==> config.mk <==
export PLATFORM = sky130hd
export DESIGN_NAME = cone_track_isolation_flat
export DESIGN_NICKNAME = d
export VERILOG_FILES = /design/src/rtl/cti_pkg.sv /design/src/rtl/cti_in_if.sv /design/src/rtl/cti_out_if.sv /design/src/rtl/cti_cfg_if.sv /design/src/rtl/cone_track_isolation.sv /design/src/rtl/cti_div.sv /design/src/flat_wrapper.sv
export SDC_FILE = /design/constraint.sdc
export NUM_CORES = 2
export LEC_CHECK = 0
export BUFFER_PORTS_ARGS = -buffer_cell sky130_fd_sc_hd__buf_2
export CAP_MARGIN = 25
export CORE_ASPECT_RATIO = 1.2
export CORE_MARGIN = 2
export CORE_UTILIZATION = 50
export DETAILED_ROUTE_END_ITERATION = 6
export GPL_ROUTABILITY_DRIVEN = 0
export PLACE_DENSITY = 0.67
export RECOVER_POWER = 50
export SYNTH_ARGS = -nofsm -noshare
export SYNTH_HDL_FRONTEND = slang
export SYNTH_SLANG_ARGS = --single-unit
==> constraint.sdc <==
create_clock -name clk -period 15.5 [get_ports clk]
set_input_delay 0.775 -clock clk [delete_from_list [all_inputs] [get_ports clk]]
set_output_delay 0.775 -clock clk [all_outputs]
set_load 0.005 [all_outputs]
==> src/rtl/cti_pkg.sv <==
// ----------------------------------------------------------------------------
// cti_pkg
// Shared widths, constants, codes and types of the cone track isolation block.
// ----------------------------------------------------------------------------
`default_nettype none

package cti_pkg;

  // field widths
  localparam int ETA_W      = 16;
  localparam int PHI_W      = 15;
  localparam int PT_W       = 20;
  localparam int Z_W        = 20;
  localparam int RAD_W      = 14;
  localparam int GAP_W      = 19;
  localparam int ACC_W      = 32;
  localparam int RATIO_W    = 24;
  localparam int DIST_W     = 28;
  localparam int SQ_W       = 16;
  localparam int PROD_W     = 2 * SQ_W;
  localparam int DSUM_W     = PROD_W + 1;
  localparam int CFG_IDX_W  = 2;
  localparam int CFG_DATA_W = 19;
  localparam int DIV_CNT_W  = $clog2(RATIO_W);

  // angle scaling
  localparam int ANGLE_FRAC_BITS = 12;
  localparam longint unsigned PI_Q32 = 64'd13493037705;
  localparam longint unsigned PI_ROUND =
      (PI_Q32 + (64'd1 << (31 - ANGLE_FRAC_BITS))) >> (32 - ANGLE_FRAC_BITS);
  localparam int DP_W = 20;
  localparam logic signed [DP_W-1:0] PI_FIX     = DP_W'(PI_ROUND);
  localparam logic signed [DP_W-1:0] TWO_PI_FIX = DP_W'(2 * PI_ROUND);

  // reset values
  localparam logic [RAD_W-1:0]  MIN_RADIUS_RST = RAD_W'(41);
  localparam logic [GAP_W-1:0]  MAX_Z_GAP_RST  = GAP_W'(512);
  localparam logic [GAP_W-1:0]  MAX_IMPACT_RST = GAP_W'(205);
  localparam logic [DIST_W-1:0] DIST_NONE      = '1;

  typedef enum logic {
    OP_START = 1'b0,
    OP_TRACK = 1'b1
  } opcode_t;

  typedef enum logic [CFG_IDX_W-1:0] {
    REG_MIN_RADIUS = 2'd0,
    REG_MAX_Z_GAP  = 2'd1,
    REG_MAX_IMPACT = 2'd2
  } cfg_reg_t;

  typedef enum logic [3:0] {
    ST_IDLE,
    ST_DE,
    ST_WRAP,
    ST_ADD,
    ST_RAD,
    ST_MIN,
    ST_UPD,
    ST_DIV_GO,
    ST_DIV_WAIT
  } cti_state_t;

  typedef struct packed {
    logic             start;
    logic [ACC_W-1:0] total;
    logic [PT_W-1:0]  divisor;
  } div_req_t;

  typedef struct packed {
    logic               busy;
    logic [RATIO_W-1:0] ratio;
    logic [ACC_W-1:0]   pt_total;
    logic               zero_pt;
  } div_rsp_t;

endpackage

`default_nettype wire

==> src/rtl/cti_in_if.sv <==
// ----------------------------------------------------------------------------
// cti_in_if
// Input channel: start and track words with valid/ready.
// ----------------------------------------------------------------------------
`default_nettype none

interface cti_in_if import cti_pkg::*; ();
  logic                    valid;
  logic                    ready;
  logic                    opcode;
  logic signed [ETA_W-1:0] eta;
  logic signed [PHI_W-1:0] phi;
  logic [PT_W-1:0]         pt;
  logic signed [Z_W-1:0]   z_pos;
  logic signed [Z_W-1:0]   impact;
  logic signed [ETA_W-1:0] second_eta;
  logic signed [PHI_W-1:0] second_phi;
  logic                    has_second;
  logic [RAD_W-1:0]        cone_radius;
  logic                    last;

  modport source (
    output valid, opcode, eta, phi, pt, z_pos, impact, second_eta, second_phi,
           has_second, cone_radius, last,
    input  ready
  );
  modport sink (
    input  valid, opcode, eta, phi, pt, z_pos, impact, second_eta, second_phi,
           has_second, cone_radius, last,
    output ready
  );
endinterface

`default_nettype wire

==> src/rtl/cti_out_if.sv <==
// ----------------------------------------------------------------------------
// cti_out_if
// Result channel: isolation ratio words with valid/ready.
// ----------------------------------------------------------------------------
`default_nettype none

interface cti_out_if import cti_pkg::*; ();
  logic               valid;
  logic               ready;
  logic [RATIO_W-1:0] iso_ratio;
  logic [ACC_W-1:0]   pt_total;
  logic               zero_pt;

  modport source (output valid, iso_ratio, pt_total, zero_pt, input ready);
  modport sink   (input valid, iso_ratio, pt_total, zero_pt, output ready);
endinterface

`default_nettype wire

==> src/rtl/cti_cfg_if.sv <==
// ----------------------------------------------------------------------------
// cti_cfg_if
// Configuration write channel: register index and data with valid/ready.
// ----------------------------------------------------------------------------
`default_nettype none

interface cti_cfg_if import cti_pkg::*; ();
  logic                  valid;
  logic                  ready;
  logic [CFG_IDX_W-1:0]  idx;
  logic [CFG_DATA_W-1:0] data;

  modport source (output valid, idx, data, input ready);
  modport sink   (input valid, idx, data, output ready);
endinterface

`default_nettype wire

==> src/rtl/cone_track_isolation.sv <==
// ----------------------------------------------------------------------------
// cone_track_isolation
// Track pt sum in a cone around a muon, second muon removal, pt ratio.
// ----------------------------------------------------------------------------
//  channel  | dir | handshake    | word
//  in_ch    | in  | valid/ready  | opcode, angles, pt, z, impact, 2nd muon, cone
//  out_ch   | out | valid/ready  | iso_ratio, pt_total, zero_pt
//  cfg_ch   | in  | valid/ready  | idx, data (always ready)
//
//  A track word runs DE, WRAP, ADD for the reference and again for the second
//  muon, WRAP repeating per extra phi wrap step, then RAD, MIN, UPD; one 16x16
//  squarer is shared by all distance and radius terms. A last word then starts
//  the bit-serial divider, bypassed for a zero muon pt or a saturated ratio.
//  in_ch.ready is high only when the sequencer is idle; a result waiting on
//  out_ch does not block new words until the next result is due.
//  rst_n loads the register defaults and clears the reference and sums.
// ----------------------------------------------------------------------------
`default_nettype none

module cone_track_isolation import cti_pkg::*; (
  input  wire logic clk,
  input  wire logic rst_n,
  cti_in_if.sink    in_ch,
  cti_out_if.source out_ch,
  cti_cfg_if.sink   cfg_ch
);

  cti_state_t state_r, state_nxt;

  // configuration
  logic [RAD_W-1:0] min_rad_r;
  logic [GAP_W-1:0] max_z_gap_r;
  logic [GAP_W-1:0] max_impact_r;

  // reference
  logic signed [ETA_W-1:0] ref_eta_r, oth_eta_r;
  logic signed [PHI_W-1:0] ref_phi_r, oth_phi_r;
  logic [PT_W-1:0]         ref_pt_r;
  logic signed [Z_W-1:0]   vtx_z_r;
  logic                    oth_present_r;
  logic [RAD_W-1:0]        outer_rad_r;

  // sums
  logic [ACC_W-1:0]  acc_r;
  logic [PT_W-1:0]   near_pt_r;
  logic [DIST_W-1:0] near_dist_r;

  // track word
  logic signed [ETA_W-1:0] tr_eta_r;
  logic signed [PHI_W-1:0] tr_phi_r;
  logic [PT_W-1:0]         tr_pt_r;
  logic signed [Z_W-1:0]   tr_z_r;
  logic signed [Z_W-1:0]   tr_imp_r;
  logic                    last_r;

  // shared squarer datapath
  logic                    ctr_r;
  logic signed [DP_W-1:0]  dp_r;
  logic [PROD_W-1:0]       prod_r;
  logic [DSUM_W-1:0]       dsum_r;
  logic [DSUM_W-1:0]       d2_r;
  logic [DSUM_W-1:0]       d2o_r;
  logic [DIST_W-1:0]       rad2_r;

  // result register
  logic               out_valid_r;
  logic [RATIO_W-1:0] out_ratio_r;
  logic [ACC_W-1:0]   out_total_r;
  logic               out_zero_r;

  logic in_fire, in_ready, out_load, div_start;
  logic start_fire, track_fire;

  div_req_t div_req;
  div_rsp_t div_rsp;

  // ---------------- operand selection ----------------
  logic signed [ETA_W:0] de;
  logic [ETA_W:0]        de_neg;
  logic [SQ_W-1:0]       de_abs;
  logic signed [DP_W-1:0] dp_init;
  logic [DP_W-1:0]       dp_neg;
  logic [SQ_W-1:0]       dp_abs;
  logic                  dp_hi, dp_lo;
  logic [SQ_W-1:0]       mul_a;
  logic [PROD_W-1:0]     prod_c;
  logic [DSUM_W-1:0]     dist_sum;

  assign de = {tr_eta_r[ETA_W-1], tr_eta_r}
            - (ctr_r ? {oth_eta_r[ETA_W-1], oth_eta_r} : {ref_eta_r[ETA_W-1], ref_eta_r});
  assign de_neg = -de;
  assign de_abs = de[ETA_W] ? de_neg[SQ_W-1:0] : de[SQ_W-1:0];

  assign dp_init = DP_W'(tr_phi_r) - (ctr_r ? DP_W'(oth_phi_r) : DP_W'(ref_phi_r));
  assign dp_hi   = (dp_r > PI_FIX);
  assign dp_lo   = (dp_r <= -PI_FIX);
  assign dp_neg  = -dp_r;
  assign dp_abs  = dp_r[DP_W-1] ? dp_neg[SQ_W-1:0] : dp_r[SQ_W-1:0];

  always_comb begin
    case (state_r)
      ST_DE:   mul_a = de_abs;
      ST_WRAP: mul_a = dp_abs;
      ST_RAD:  mul_a = SQ_W'(outer_rad_r);
      ST_MIN:  mul_a = SQ_W'(min_rad_r);
      default: mul_a = '0;
    endcase
  end

  assign prod_c   = {{SQ_W{1'b0}}, mul_a} * {{SQ_W{1'b0}}, mul_a};
  assign dist_sum = dsum_r + {1'b0, prod_r};

  // ---------------- track decision ----------------
  logic signed [Z_W:0] dz;
  logic [Z_W:0]        dz_neg;
  logic [Z_W:0]        adz;
  logic                ok_z, ok_imp, pass, near_hit;
  logic [DIST_W-1:0]   min2;
  logic [ACC_W:0]      acc_sum;
  logic [ACC_W-1:0]    acc_sat;

  assign dz     = {tr_z_r[Z_W-1], tr_z_r} - {vtx_z_r[Z_W-1], vtx_z_r};
  assign dz_neg = -dz;
  assign adz    = dz[Z_W] ? dz_neg : dz;
  assign ok_z   = (adz <= (Z_W+1)'(max_z_gap_r));
  assign ok_imp = (tr_imp_r <= $signed({1'b0, max_impact_r}));
  assign min2   = prod_r[DIST_W-1:0];
  assign pass   = (d2_r <= DSUM_W'(rad2_r)) && (d2_r >= DSUM_W'(min2)) && ok_z && ok_imp;
  assign near_hit = oth_present_r && (d2o_r < DSUM_W'(min2))
                 && (d2o_r < DSUM_W'(near_dist_r));
  assign acc_sum = {1'b0, acc_r} + (ACC_W+1)'(tr_pt_r);
  assign acc_sat = acc_sum[ACC_W] ? '1 : acc_sum[ACC_W-1:0];

  // ---------------- sequencer ----------------
  assign in_fire    = in_ch.valid && in_ready;
  assign start_fire = in_fire && (in_ch.opcode == OP_START);
  assign track_fire = in_fire && (in_ch.opcode == OP_TRACK);

  always_ff @(posedge clk) begin
    if (!rst_n) begin
      state_r <= ST_IDLE;
    end else begin
      state_r <= state_nxt;
    end
  end

  always_comb begin
    state_nxt = state_r;
    in_ready  = 1'b0;
    div_start = 1'b0;
    out_load  = 1'b0;
    case (state_r)
      ST_IDLE: begin
        in_ready = 1'b1;
        if (in_ch.valid) begin
          if (in_ch.opcode == OP_TRACK) begin
            state_nxt = ST_DE;
          end else if (in_ch.last) begin
            state_nxt = ST_DIV_GO;
          end
        end
      end
      ST_DE:   state_nxt = ST_WRAP;
      ST_WRAP: begin
        if (!dp_hi && !dp_lo) begin
          state_nxt = ST_ADD;
        end
      end
      ST_ADD:  state_nxt = ctr_r ? ST_RAD : ST_DE;
      ST_RAD:  state_nxt = ST_MIN;
      ST_MIN:  state_nxt = ST_UPD;
      ST_UPD:  state_nxt = last_r ? ST_DIV_GO : ST_IDLE;
      ST_DIV_GO: begin
        div_start = 1'b1;
        state_nxt = ST_DIV_WAIT;
      end
      ST_DIV_WAIT: begin
        if (!div_rsp.busy && (!out_valid_r || out_ch.ready)) begin
          out_load  = 1'b1;
          state_nxt = ST_IDLE;
        end
      end
      default: state_nxt = ST_IDLE;
    endcase
  end

  // ---------------- configuration ----------------
  assign cfg_ch.ready = 1'b1;

  always_ff @(posedge clk) begin
    if (!rst_n) begin
      min_rad_r    <= MIN_RADIUS_RST;
      max_z_gap_r  <= MAX_Z_GAP_RST;
      max_impact_r <= MAX_IMPACT_RST;
    end else if (cfg_ch.valid) begin
      case (cfg_reg_t'(cfg_ch.idx))
        REG_MIN_RADIUS: min_rad_r    <= cfg_ch.data[RAD_W-1:0];
        REG_MAX_Z_GAP:  max_z_gap_r  <= cfg_ch.data[GAP_W-1:0];
        REG_MAX_IMPACT: max_impact_r <= cfg_ch.data[GAP_W-1:0];
        default: ;
      endcase
    end
  end

  // ---------------- reference and sums ----------------
  always_ff @(posedge clk) begin
    if (!rst_n) begin
      ref_eta_r     <= '0;
      ref_phi_r     <= '0;
      ref_pt_r      <= '0;
      vtx_z_r       <= '0;
      oth_eta_r     <= '0;
      oth_phi_r     <= '0;
      oth_present_r <= 1'b0;
      outer_rad_r   <= '0;
      acc_r         <= '0;
      near_pt_r     <= '0;
      near_dist_r   <= DIST_NONE;
    end else if (start_fire) begin
      ref_eta_r     <= in_ch.eta;
      ref_phi_r     <= in_ch.phi;
      ref_pt_r      <= in_ch.pt;
      vtx_z_r       <= in_ch.z_pos;
      oth_eta_r     <= in_ch.second_eta;
      oth_phi_r     <= in_ch.second_phi;
      oth_present_r <= in_ch.has_second;
      outer_rad_r   <= in_ch.cone_radius;
      acc_r         <= '0;
      near_pt_r     <= '0;
      near_dist_r   <= DIST_NONE;
    end else if (state_r == ST_UPD && pass) begin
      acc_r <= acc_sat;
      if (near_hit) begin
        near_pt_r   <= tr_pt_r;
        near_dist_r <= d2o_r[DIST_W-1:0];
      end
    end else if (div_start) begin
      acc_r       <= '0;
      near_pt_r   <= '0;
      near_dist_r <= DIST_NONE;
    end
  end

  // ---------------- track word and distance datapath ----------------
  always_ff @(posedge clk) begin
    if (!rst_n) begin
      ctr_r <= 1'b0;
    end else if (track_fire) begin
      ctr_r <= 1'b0;
    end else if (state_r == ST_ADD) begin
      ctr_r <= 1'b1;
    end
  end

  always_ff @(posedge clk) begin
    if (track_fire) begin
      tr_eta_r <= in_ch.eta;
      tr_phi_r <= in_ch.phi;
      tr_pt_r  <= in_ch.pt;
      tr_z_r   <= in_ch.z_pos;
      tr_imp_r <= in_ch.impact;
      last_r   <= in_ch.last;
    end
    case (state_r)
      ST_DE: begin
        prod_r <= prod_c;
        dp_r   <= dp_init;
      end
      ST_WRAP: begin
        // prod_r holds the eta term until phi is in range
        dsum_r <= {1'b0, prod_r};
        if (dp_hi) begin
          dp_r <= dp_r - TWO_PI_FIX;
        end else if (dp_lo) begin
          dp_r <= dp_r + TWO_PI_FIX;
        end else begin
          prod_r <= prod_c;
        end
      end
      ST_ADD: begin
        if (ctr_r) begin
          d2o_r <= dist_sum;
        end else begin
          d2_r <= dist_sum;
        end
      end
      ST_RAD: prod_r <= prod_c;
      ST_MIN: begin
        rad2_r <= prod_r[DIST_W-1:0];
        prod_r <= prod_c;
      end
      default: ;
    endcase
  end

  // ---------------- divider ----------------
  assign div_req.start   = div_start;
  assign div_req.total   = acc_r - ACC_W'(near_pt_r);
  assign div_req.divisor = ref_pt_r;

  cti_div u_div (
    .clk   (clk),
    .rst_n (rst_n),
    .req   (div_req),
    .rsp   (div_rsp)
  );

  // ---------------- result register ----------------
  always_ff @(posedge clk) begin
    if (!rst_n) begin
      out_valid_r <= 1'b0;
    end else if (out_load) begin
      out_valid_r <= 1'b1;
    end else if (out_ch.ready) begin
      out_valid_r <= 1'b0;
    end
  end

  always_ff @(posedge clk) begin
    if (out_load) begin
      out_ratio_r <= div_rsp.ratio;
      out_total_r <= div_rsp.pt_total;
      out_zero_r  <= div_rsp.zero_pt;
    end
  end

  assign in_ch.ready      = in_ready;
  assign out_ch.valid     = out_valid_r;
  assign out_ch.iso_ratio = out_ratio_r;
  assign out_ch.pt_total  = out_total_r;
  assign out_ch.zero_pt   = out_zero_r;

endmodule

`default_nettype wire

==> src/rtl/cti_div.sv <==
// ----------------------------------------------------------------------------
// cti_div
// Restoring divider: (total << 16) / divisor, one quotient bit per cycle,
// saturated to the ratio width, zero divisor flagged.
// ----------------------------------------------------------------------------
`default_nettype none

module cti_div import cti_pkg::*; (
  input  wire logic     clk,
  input  wire logic     rst_n,
  input  wire div_req_t req,
  output div_rsp_t      rsp
);

  logic                 busy_r;
  logic [DIV_CNT_W-1:0] cnt_r;
  logic [PT_W-1:0]      dvs_r;
  logic [PT_W-1:0]      rem_r;
  logic [RATIO_W-1:0]   num_r;
  logic [RATIO_W-1:0]   quo_r;
  logic [ACC_W-1:0]     total_r;
  logic                 zero_r;

  logic [PT_W:0]        trial;
  logic [PT_W:0]        diff;
  logic                 qbit;
  logic                 sat;

  assign trial = {rem_r, num_r[RATIO_W-1]};
  assign diff  = trial - {1'b0, dvs_r};
  assign qbit  = (trial >= {1'b0, dvs_r});
  // quotient reaches 2^24 exactly when total >= divisor * 2^8
  assign sat   = (req.total >= {4'b0, req.divisor, 8'b0});

  always_ff @(posedge clk) begin
    if (!rst_n) begin
      busy_r <= 1'b0;
      cnt_r  <= '0;
    end else if (req.start) begin
      cnt_r  <= '0;
      busy_r <= (req.divisor != '0) && !sat;
    end else if (busy_r) begin
      cnt_r <= cnt_r + 1'b1;
      if (cnt_r == DIV_CNT_W'(RATIO_W - 1)) begin
        busy_r <= 1'b0;
      end
    end
  end

  always_ff @(posedge clk) begin
    if (req.start) begin
      total_r <= req.total;
      dvs_r   <= req.divisor;
      zero_r  <= (req.divisor == '0);
      // upper part of the numerator is below the divisor once sat is clear
      rem_r   <= req.total[PT_W+7:8];
      num_r   <= {req.total[7:0], 16'b0};
      if (req.divisor == '0) begin
        quo_r <= '0;
      end else if (sat) begin
        quo_r <= '1;
      end else begin
        quo_r <= '0;
      end
    end else if (busy_r) begin
      rem_r <= qbit ? diff[PT_W-1:0] : trial[PT_W-1:0];
      num_r <= {num_r[RATIO_W-2:0], 1'b0};
      quo_r <= {quo_r[RATIO_W-2:0], qbit};
    end
  end

  assign rsp.busy     = busy_r;
  assign rsp.ratio    = quo_r;
  assign rsp.pt_total = total_r;
  assign rsp.zero_pt  = zero_r;

endmodule

`default_nettype wire
==> src/flat_wrapper.sv <==
// flat-port wrapper written by rule: the top's interface ports become plain ports
module cone_track_isolation_flat import cti_pkg::*;
  (clk, rst_n, in_ch_valid, in_ch_opcode, in_ch_eta, in_ch_phi, in_ch_pt, in_ch_z_pos, in_ch_impact, in_ch_second_eta, in_ch_second_phi, in_ch_has_second, in_ch_cone_radius, in_ch_last, in_ch_ready, out_ch_valid, out_ch_iso_ratio, out_ch_pt_total, out_ch_zero_pt, out_ch_ready, cfg_ch_valid, cfg_ch_idx, cfg_ch_data, cfg_ch_ready);
  cti_in_if in_ch_i ();
  cti_out_if out_ch_i ();
  cti_cfg_if cfg_ch_i ();
  input  wire logic clk;
  input  wire logic rst_n;
  input wire logic [$bits(in_ch_i.valid)-1:0] in_ch_valid;
  input wire logic [$bits(in_ch_i.opcode)-1:0] in_ch_opcode;
  input wire logic [$bits(in_ch_i.eta)-1:0] in_ch_eta;
  input wire logic [$bits(in_ch_i.phi)-1:0] in_ch_phi;
  input wire logic [$bits(in_ch_i.pt)-1:0] in_ch_pt;
  input wire logic [$bits(in_ch_i.z_pos)-1:0] in_ch_z_pos;
  input wire logic [$bits(in_ch_i.impact)-1:0] in_ch_impact;
  input wire logic [$bits(in_ch_i.second_eta)-1:0] in_ch_second_eta;
  input wire logic [$bits(in_ch_i.second_phi)-1:0] in_ch_second_phi;
  input wire logic [$bits(in_ch_i.has_second)-1:0] in_ch_has_second;
  input wire logic [$bits(in_ch_i.cone_radius)-1:0] in_ch_cone_radius;
  input wire logic [$bits(in_ch_i.last)-1:0] in_ch_last;
  output wire logic [$bits(in_ch_i.ready)-1:0] in_ch_ready;
  output wire logic [$bits(out_ch_i.valid)-1:0] out_ch_valid;
  output wire logic [$bits(out_ch_i.iso_ratio)-1:0] out_ch_iso_ratio;
  output wire logic [$bits(out_ch_i.pt_total)-1:0] out_ch_pt_total;
  output wire logic [$bits(out_ch_i.zero_pt)-1:0] out_ch_zero_pt;
  input wire logic [$bits(out_ch_i.ready)-1:0] out_ch_ready;
  input wire logic [$bits(cfg_ch_i.valid)-1:0] cfg_ch_valid;
  input wire logic [$bits(cfg_ch_i.idx)-1:0] cfg_ch_idx;
  input wire logic [$bits(cfg_ch_i.data)-1:0] cfg_ch_data;
  output wire logic [$bits(cfg_ch_i.ready)-1:0] cfg_ch_ready;
  assign in_ch_i.valid = in_ch_valid;
  assign in_ch_i.opcode = in_ch_opcode;
  assign in_ch_i.eta = in_ch_eta;
  assign in_ch_i.phi = in_ch_phi;
  assign in_ch_i.pt = in_ch_pt;
  assign in_ch_i.z_pos = in_ch_z_pos;
  assign in_ch_i.impact = in_ch_impact;
  assign in_ch_i.second_eta = in_ch_second_eta;
  assign in_ch_i.second_phi = in_ch_second_phi;
  assign in_ch_i.has_second = in_ch_has_second;
  assign in_ch_i.cone_radius = in_ch_cone_radius;
  assign in_ch_i.last = in_ch_last;
  assign in_ch_ready = in_ch_i.ready;
  assign out_ch_valid = out_ch_i.valid;
  assign out_ch_iso_ratio = out_ch_i.iso_ratio;
  assign out_ch_pt_total = out_ch_i.pt_total;
  assign out_ch_zero_pt = out_ch_i.zero_pt;
  assign out_ch_i.ready = out_ch_ready;
  assign cfg_ch_i.valid = cfg_ch_valid;
  assign cfg_ch_i.idx = cfg_ch_idx;
  assign cfg_ch_i.data = cfg_ch_data;
  assign cfg_ch_ready = cfg_ch_i.ready;
  cone_track_isolation u_core (.clk(clk), .rst_n(rst_n), .in_ch(in_ch_i), .out_ch(out_ch_i), .cfg_ch(cfg_ch_i));
endmodule
; Word-level counts from Yosys, hierarchy flattened
; Index checks and enable logic that the tools add are counted.
[word_totals]
reg_bits = 693
latchBits = 0
mem_bits_rw = 0
mem_bits_ro = 0
output_inout_bits = 60
elab_cells = 173
mem_count = 0
[op_classes]
add_sub_neg = 13
multipliers = 1
div = 0
magnitude_cmp = 10
eq_ne = 19
n_shift = 0
muxes = 47
bitwise_logic = 3
n_reduce_logical = 40
[op_table]
columns = cell, count
row1 = two-way mux 20 bit, 9
row2 = two-way mux 32 bit, 5
row3 = two-way mux 24 bit, 6
row4 = two-way mux 28 bit, 3
row5 = < comparator 33 x 28 -> 1 bit, 2
row6 = one-hot mux 16 bit (4 select lines), 1
row7 = one-hot mux 32 bit (2 select lines), 1
row8 = one-hot mux 20 bit (2 select lines), 1
row9 = one-hot mux 4 bit (9 select lines), 1
row10 = adder 32 x 20 -> 33 bit, 1
row11 = adder 32 x 32 -> 33 bit, 1
row12 = greater-or-equal comparator 33 x 28 -> 1 bit, 1
row13 = less-or-equal comparator 33 x 28 -> 1 bit, 1
row14 = greater-or-equal comparator 32 x 28 -> 1 bit, 1
row15 = multiplier 16 x 16 -> 32 bit, 1
row16 = two-way mux 16 bit, 2
row17 = negation 16 bit, 2
row18 = subtractor 32 x 20 -> 32 bit, 1
row19 = greater-or-equal comparator 21 x 20 -> 1 bit, 1
row20 = less-or-equal comparator 21 x 19 -> 1 bit, 1
row21 = two-way mux 21 bit, 1
row22 = negation 21 bit, 1
row23 = subtractor 20 x 20 -> 21 bit, 1
row24 = "adder 20 x 16 -> 20 bit, second input constant", 1
row25 = other kinds (37), 87

; Logic depth before layout (Yosys ltp)
[depth]
depth_word = 9
ltp_mapped = 40
mapped_depth_nobuf = 38

; Cells and area by module
; Synthesis repeated with hierarchy kept, for this count alone.
[unflattened]
cells_unflattened = 4622
hier_area_um2 = 45232.1
[by_module_without_submodules]
columns = mod, instances, cells_per_inst, area_each_um2, seq_area_each_um2
row1 = cone_track_isolation, 1, 4077, 39241.4, 14834.2
row2 = cti_div, 1, 545, 5990.7, 3273.1

; Worst setup path after synthesis
; No wires, ideal clock.
[synth_path]
kind = reg-to-reg
startpoint = reg u_core.ctr_r
endpoint = reg u_core.prod_r[31], data pin
setup_time_ns = 0.268
arrival_ns = 9.750
setup_slack_ns = 5.482
stages_incl_launch_ff = 37
n_path_buf = 3
synth_period_minus_slack_ns = 10.018
path_cell_list = dfxtp_1 clkbuf_1 clkbuf_1 mux2i_1 ha_1 nor2b_1 o2111a_1 or3_1 and3_1 o311ai_0 nor4_1 a21oi_1 xor2_1 o21ai_1 clkbuf_1 nand2_1 fa_1 inv_1 fa_1 fa_1 fa_1 fa_1 inv_1 fa_1 inv_1 ha_1 a21oi_1 nor2b_1 o21ai_0 nor2b_1 o21ba_2 o211a_1 o21ai_0 a31oi_1 o21bai_1 a21oi_1 xnor3_1
[synth_between]
elab_chain_cells = 9
[synth_lines]
columns = element, line
row1 = from (decl), cone_track_isolation.sv:57  ; logic ctr_r;
row2 = from (signal assigned), cone_track_isolation.sv:247  ; ctr_r <= 1'b0;
row3 = from (signal assigned), cone_track_isolation.sv:249  ; ctr_r <= 1'b0;
row4 = from (signal assigned), cone_track_isolation.sv:251  ; ctr_r <= 1'b1;
row5 = two-way mux 17 bit (*), cone_track_isolation.sv:90  ; - (ctr_r ? {oth_eta_r[ETA_W-1], oth_eta_r} : {ref_eta_r[ETA_W-1], ref_eta_r});
row6 = subtractor 17 bit (*), cone_track_isolation.sv:90
row7 = negation 16 bit, cone_track_isolation.sv:91  ; assign de_neg = -de;
row8 = two-way mux 16 bit (*), cone_track_isolation.sv:92  ; assign de_abs = de[ETA_W] ? de_neg[SQ_W-1:0] : de[SQ_W-1:0];
row9 = one-hot mux 16 bit (4 select lines) (*), cone_track_isolation.sv:101  ; case (state_r)
row10 = multiplier 16 x 16 -> 32 bit (*), cone_track_isolation.sv:110  ; assign prod_c = {{SQ_W{1'b0}}, mul_a} * {{SQ_W{1'b0}}, mul_a};
row11 = via u_core.prod_c[31], cone_track_isolation.sv:86  ; logic [PROD_W-1:0] prod_c;
row12 = two-way mux 32 bit, cone_track_isolation.sv:274  ; end else if (dp_lo) begin
row13 = two-way mux 32 bit, cone_track_isolation.sv:272  ; if (dp_hi) begin
row14 = one-hot mux 32 bit (2 select lines) (*), cone_track_isolation.sv:264  ; case (state_r)
row15 = to (signal assigned), cone_track_isolation.sv:266  ; prod_r <= prod_c;
row16 = to (signal assigned), cone_track_isolation.sv:277  ; prod_r <= prod_c;
row17 = to (signal assigned), cone_track_isolation.sv:287  ; ST_RAD: prod_r <= prod_c;
row18 = to (decl), cone_track_isolation.sv:59  ; logic [PROD_W-1:0] prod_r;
; Mark *: on every way through the listed nets, which the timed path passes. The rest lies on a longest branch. The select of a mux whose other input is x is not followed.
; A chain may end at the register's enable or synchronous reset.

; Final worst setup path
; Ends and elaborated chain as after synthesis.

==> summary.txt <==
Outcome
  • Status: finished with violations
  • Failing checks: design-rule violations, max-capacitance violations, max-slew violations

Detailed routing
  • DRT antenna net count: 0
  • Post-Route WL: 108000 µm
  • DRT iter0 DRCs: 2178
  • # DRC: 34
  • Via count: 33.3k
  • Drt pass-1 iters: 7
  • WL per Instance: 18.1 µm
  • Via density: 5.61

Setup path
  • CP Max Fanout: 36
  • Element type at the critical path end: flop
  • Delay-heaviest family, CP: adder cells
  • Crit path top cell by count: fa_1
  • Startpoint type of the worst setup path: flop
  • Cells on worst reg2reg path: 34
  • Worst EP arrival: 11.43 ns
  • CP Buf/Inv Count: 6
  • WP depth: 34
  • CP Class: flop to flop
  • CP max stage cell: nor4_1
  • Crit path required time: 15.88 ns
  • Crit-path max cell delay: 0.63 ns

Worst hold path
  • Hold Path Class: input port to flop
  • Worst hold path depth: 1

Power and ir drop
  • Reg power frac: 0.301
  • Pint: 5.08 mW
  • Comb pwr share: 0.489
  • Clock power share: 0.210
  • Pwr Density: 175 nW/µm²
  • Sw Ratio: 0.408
  • Leak pwr: 20.8 nW
  • Max VDD drop: 0.000111 V
  • Net Switching: 3.50 mW

Synthesis
  • Share of flip-flops with an asynchronous set or reset: 0
  • Multiplexer share of the synthesized area: 0.0140
  • Combinational family with the most area after synthesis: adder cells
  • Yosys top cell area share: 0.290
  • Synth Area in Adders: 0.195
  • Xor and xnor area share after synthesis: 0.0399
  • Synth Cell Area: 44400 µm²
  • Yosys cell types: 94
  • Synth Register Bits: 690
  • Commonest register cell after synthesis: edfxtp_1
  • Mean Syn Cell Area: 9.78 µm²
  • Cells after Synth: 4541
  • Compound-Gate Fraction of Synth Area: 0.149
  • Yosys top cell by area: edfxtp_1
  • Yosys warning count: 0
  • Post-synth EDFFs: 429
  • Top cells by area, synth: edfxtp_1, ha_1, dfxtp_1, fa_1, a21oi_1
  • Register area share after synthesis: 0.408
  • Simple-Gate Fraction of Synth Area: 0.134
  • Mapped Nets: 5298

Placement
  • # port buffers: 223
  • Hpwl dp: 81100 µm

Clock tree
  • Setup bufs post-CTS: 0
  • Sink Count: 690
  • Register clock-pin slew on the reported worst setup and hold paths: 0.06 ns
  • Worst skew pair latency: 0.63 ns
  • TritonCTS clock tree: done
  • CTS H-tree depth: 3
  • Root buf cell: clkbuf_16
  • Max Root-Sink Buffers: 3
  • PostCTS Resize Cnt: 0
  • CTS buffer count: 74
  • Hold Buf Count CTS: 0

STA
  • Setup-failing EPs final: 0
  • Skew final: 0.0261 ns
  • Pins over their slew limit: 435
  • Max frequency: 90.5 MHz
  • Max_slew headroom: -1.43
  • Final min period: 11.05 ns
  • Final hold viol count: 0
  • Total negative setup slack: 0 ns
  • RSZ-0062 raised after global routing: no
  • Ratio of final minimum period to clock period: 0.713
  • Slew @ Worst Pin: 3.65 ns

Global routing
  • First-pass GRT wire length: 171000 µm
  • Initial antenna violation count: 10
  • Pin count of the biggest net entering global routing: 89
  • Gr ovfl total: 0
  • Total GRT Usage: 0.233
  • Vias in the first global route: 32.6k

Layout
  • Core Util, Final: 0.558
  • Register area: 18100 µm²
  • Layout cell share with drive strength beyond 1: 0.0722
  • Area of the multi-input gates: 23700 µm²
  • Fill cell count: 7814
  • Area growth, synth to finish: 10.4%
  • NumNets Final: 5475

Floorplanning
  • Die extent in x: 276 µm
  • Vert. Die Dim: 331 µm
  • Die area: 91300 µm²
  • Initial Utilization: 0.506
  • # IOs: 225
  • Core ar.: 87800 µm²
  • Row count: 119

Run
  • Maxcap violations: 8
[registers in the layout (all words and copies together), names as in the netlist, 24 cells and up]
signal                   count
u_core.u_div.quo_r          24
u_core.dsum_r               31
u_core.out_ch.pt_total      32
u_core.out_ch.iso_ratio     24
u_core.d2_r                 33
u_core.u_div.total_r        32
u_core.prod_r               31
u_core.near_dist_r          28
u_core.d2o_r                33
u_core.rad2_r               27
u_core.acc_r                32
[cell usage in the layout, fill, tap and decap left out, types with 34 or more instances in the layout]
cell type / n
nor2_1: 189
o21ai_0: 139
dfxtp_1: 260
clkbuf_1: 115
nand3_1: 75
o41ai_1: 34
a21oi_1: 422
and2_1: 55
edfxtp_1: 429
nand2_1: 551
buf_2: 129
mux2i_1: 51
nand4_1: 37
o21a_1: 34
fa_1: 167
a211oi_1: 36
ha_1: 425
buf_4: 34
or3_1: 52
a21o_1: 109
nor3_1: 84
inv_1: 537
nor2b_1: 51
nand2b_1: 36
clkbuf_16: 77
xnor2_1: 127
xor2_1: 73
[worst register-to-register path: cells and delay by family, from the launching register on]
family / cells / cell delay, ns
compound gates: 12 / 3.13
xor+xnor: 1 / 0.32
fa+ha+maj: 9 / 4.02
buf+inv: 6 / 0.76
flops: 1 / 0.31
mux: 1 / 0.31
simple gates: 5 / 1.92
[layer usage]
layer  GRT usage  part of all wire  vias to the layer above  wire (µm)
met5           0           0.00043                        -         46
met4      0.0789             0.032                        8       3420
met3      0.0327             0.057                      200       6140
met2       0.408              0.48                      876      52000
met1       0.297              0.43                    15900      46100
li1            -                 -                    16300          -
[cells in the mapped netlist, types with 51 or more instances]
cell type,instances
o21ai_0,139
xor2_1,73
dfxtp_1,261
and2_1,56
a21o_1,109
nand3_1,76
or3_1,52
a21oi_1,422
nor2_1,191
inv_1,538
xnor2_1,127
fa_1,167
mux2i_1,51
nand2_1,552
nor3_1,85
clkbuf_1,145
nor2b_1,52
edfxtp_1,429
ha_1,425
[through the flow]
step | hold WS, ns | total power, mW | area [µm²] | std cells | worst slack, ns
6_report | 0.322 | 8.57 | 49000 | 5933 | 4.45
5_1_grt | 0.300 | 9.28 | 49000 | 5929 | 3.83
4_1_cts | 0.291 | 8.64 | 49200 | 5928 | 4.48
3_5_place_dp | 0.405 | 6.81 | 46700 | 5790 | 4.50
3_3_place_gp | 0.401 | 6.71 | 46700 | 5787 | 4.80
2_1_floorplan | 0.400 | 5.73 | 44400 | 4541 | 5.48
[area by class of cell]
type / count / share of cell area
inverter: 539 / 0.0413
clock buffer: 97 / 0.0420
clock inverter: 41 / 0.00832
sequential: 690 / 0.369
tap: 1149 / 0.0293
multi-input combinational: 3144 / 0.482
timing repair buffer: 269 / 0.0274
antenna: 4 / 0.000204
[cell families after synthesis]
family,after synthesis
fa+ha+maj,592
other cells,1
mux,61
flops,690
simple gates,1260
xor+xnor,201
compound gates,1029
buf+inv,707
[path summary, 6_finish.rpt]
| kind | to | from | slack [ns] |
|---|---|---|---|
| setup / recovery | u_core.prod_r[31] | u_core.ctr_r | 4.45 |
| hold / removal | u_core.tr_imp_r[4] | in_ch_impact[4] | 0.32 |
| setup reg to reg | u_core.prod_r[31] | u_core.ctr_r | 4.45 |
| hold reg to reg | u_core.out_ch.pt_total[3] | u_core.u_div.total_r[3] | 0.42 |
[power groups by stage]
stage                     registers, mW  logic [mW]  clock network, mW
after floorplan                    2.54        3.19                  0
after global placement             2.60        4.11                  0
after detailed placement           2.61        4.20                  0
after CTS                          2.57        4.23               1.84
after global routing               2.61        4.76               1.91
final                              2.58        4.19               1.80
Power figures use the tool's default switching activity.
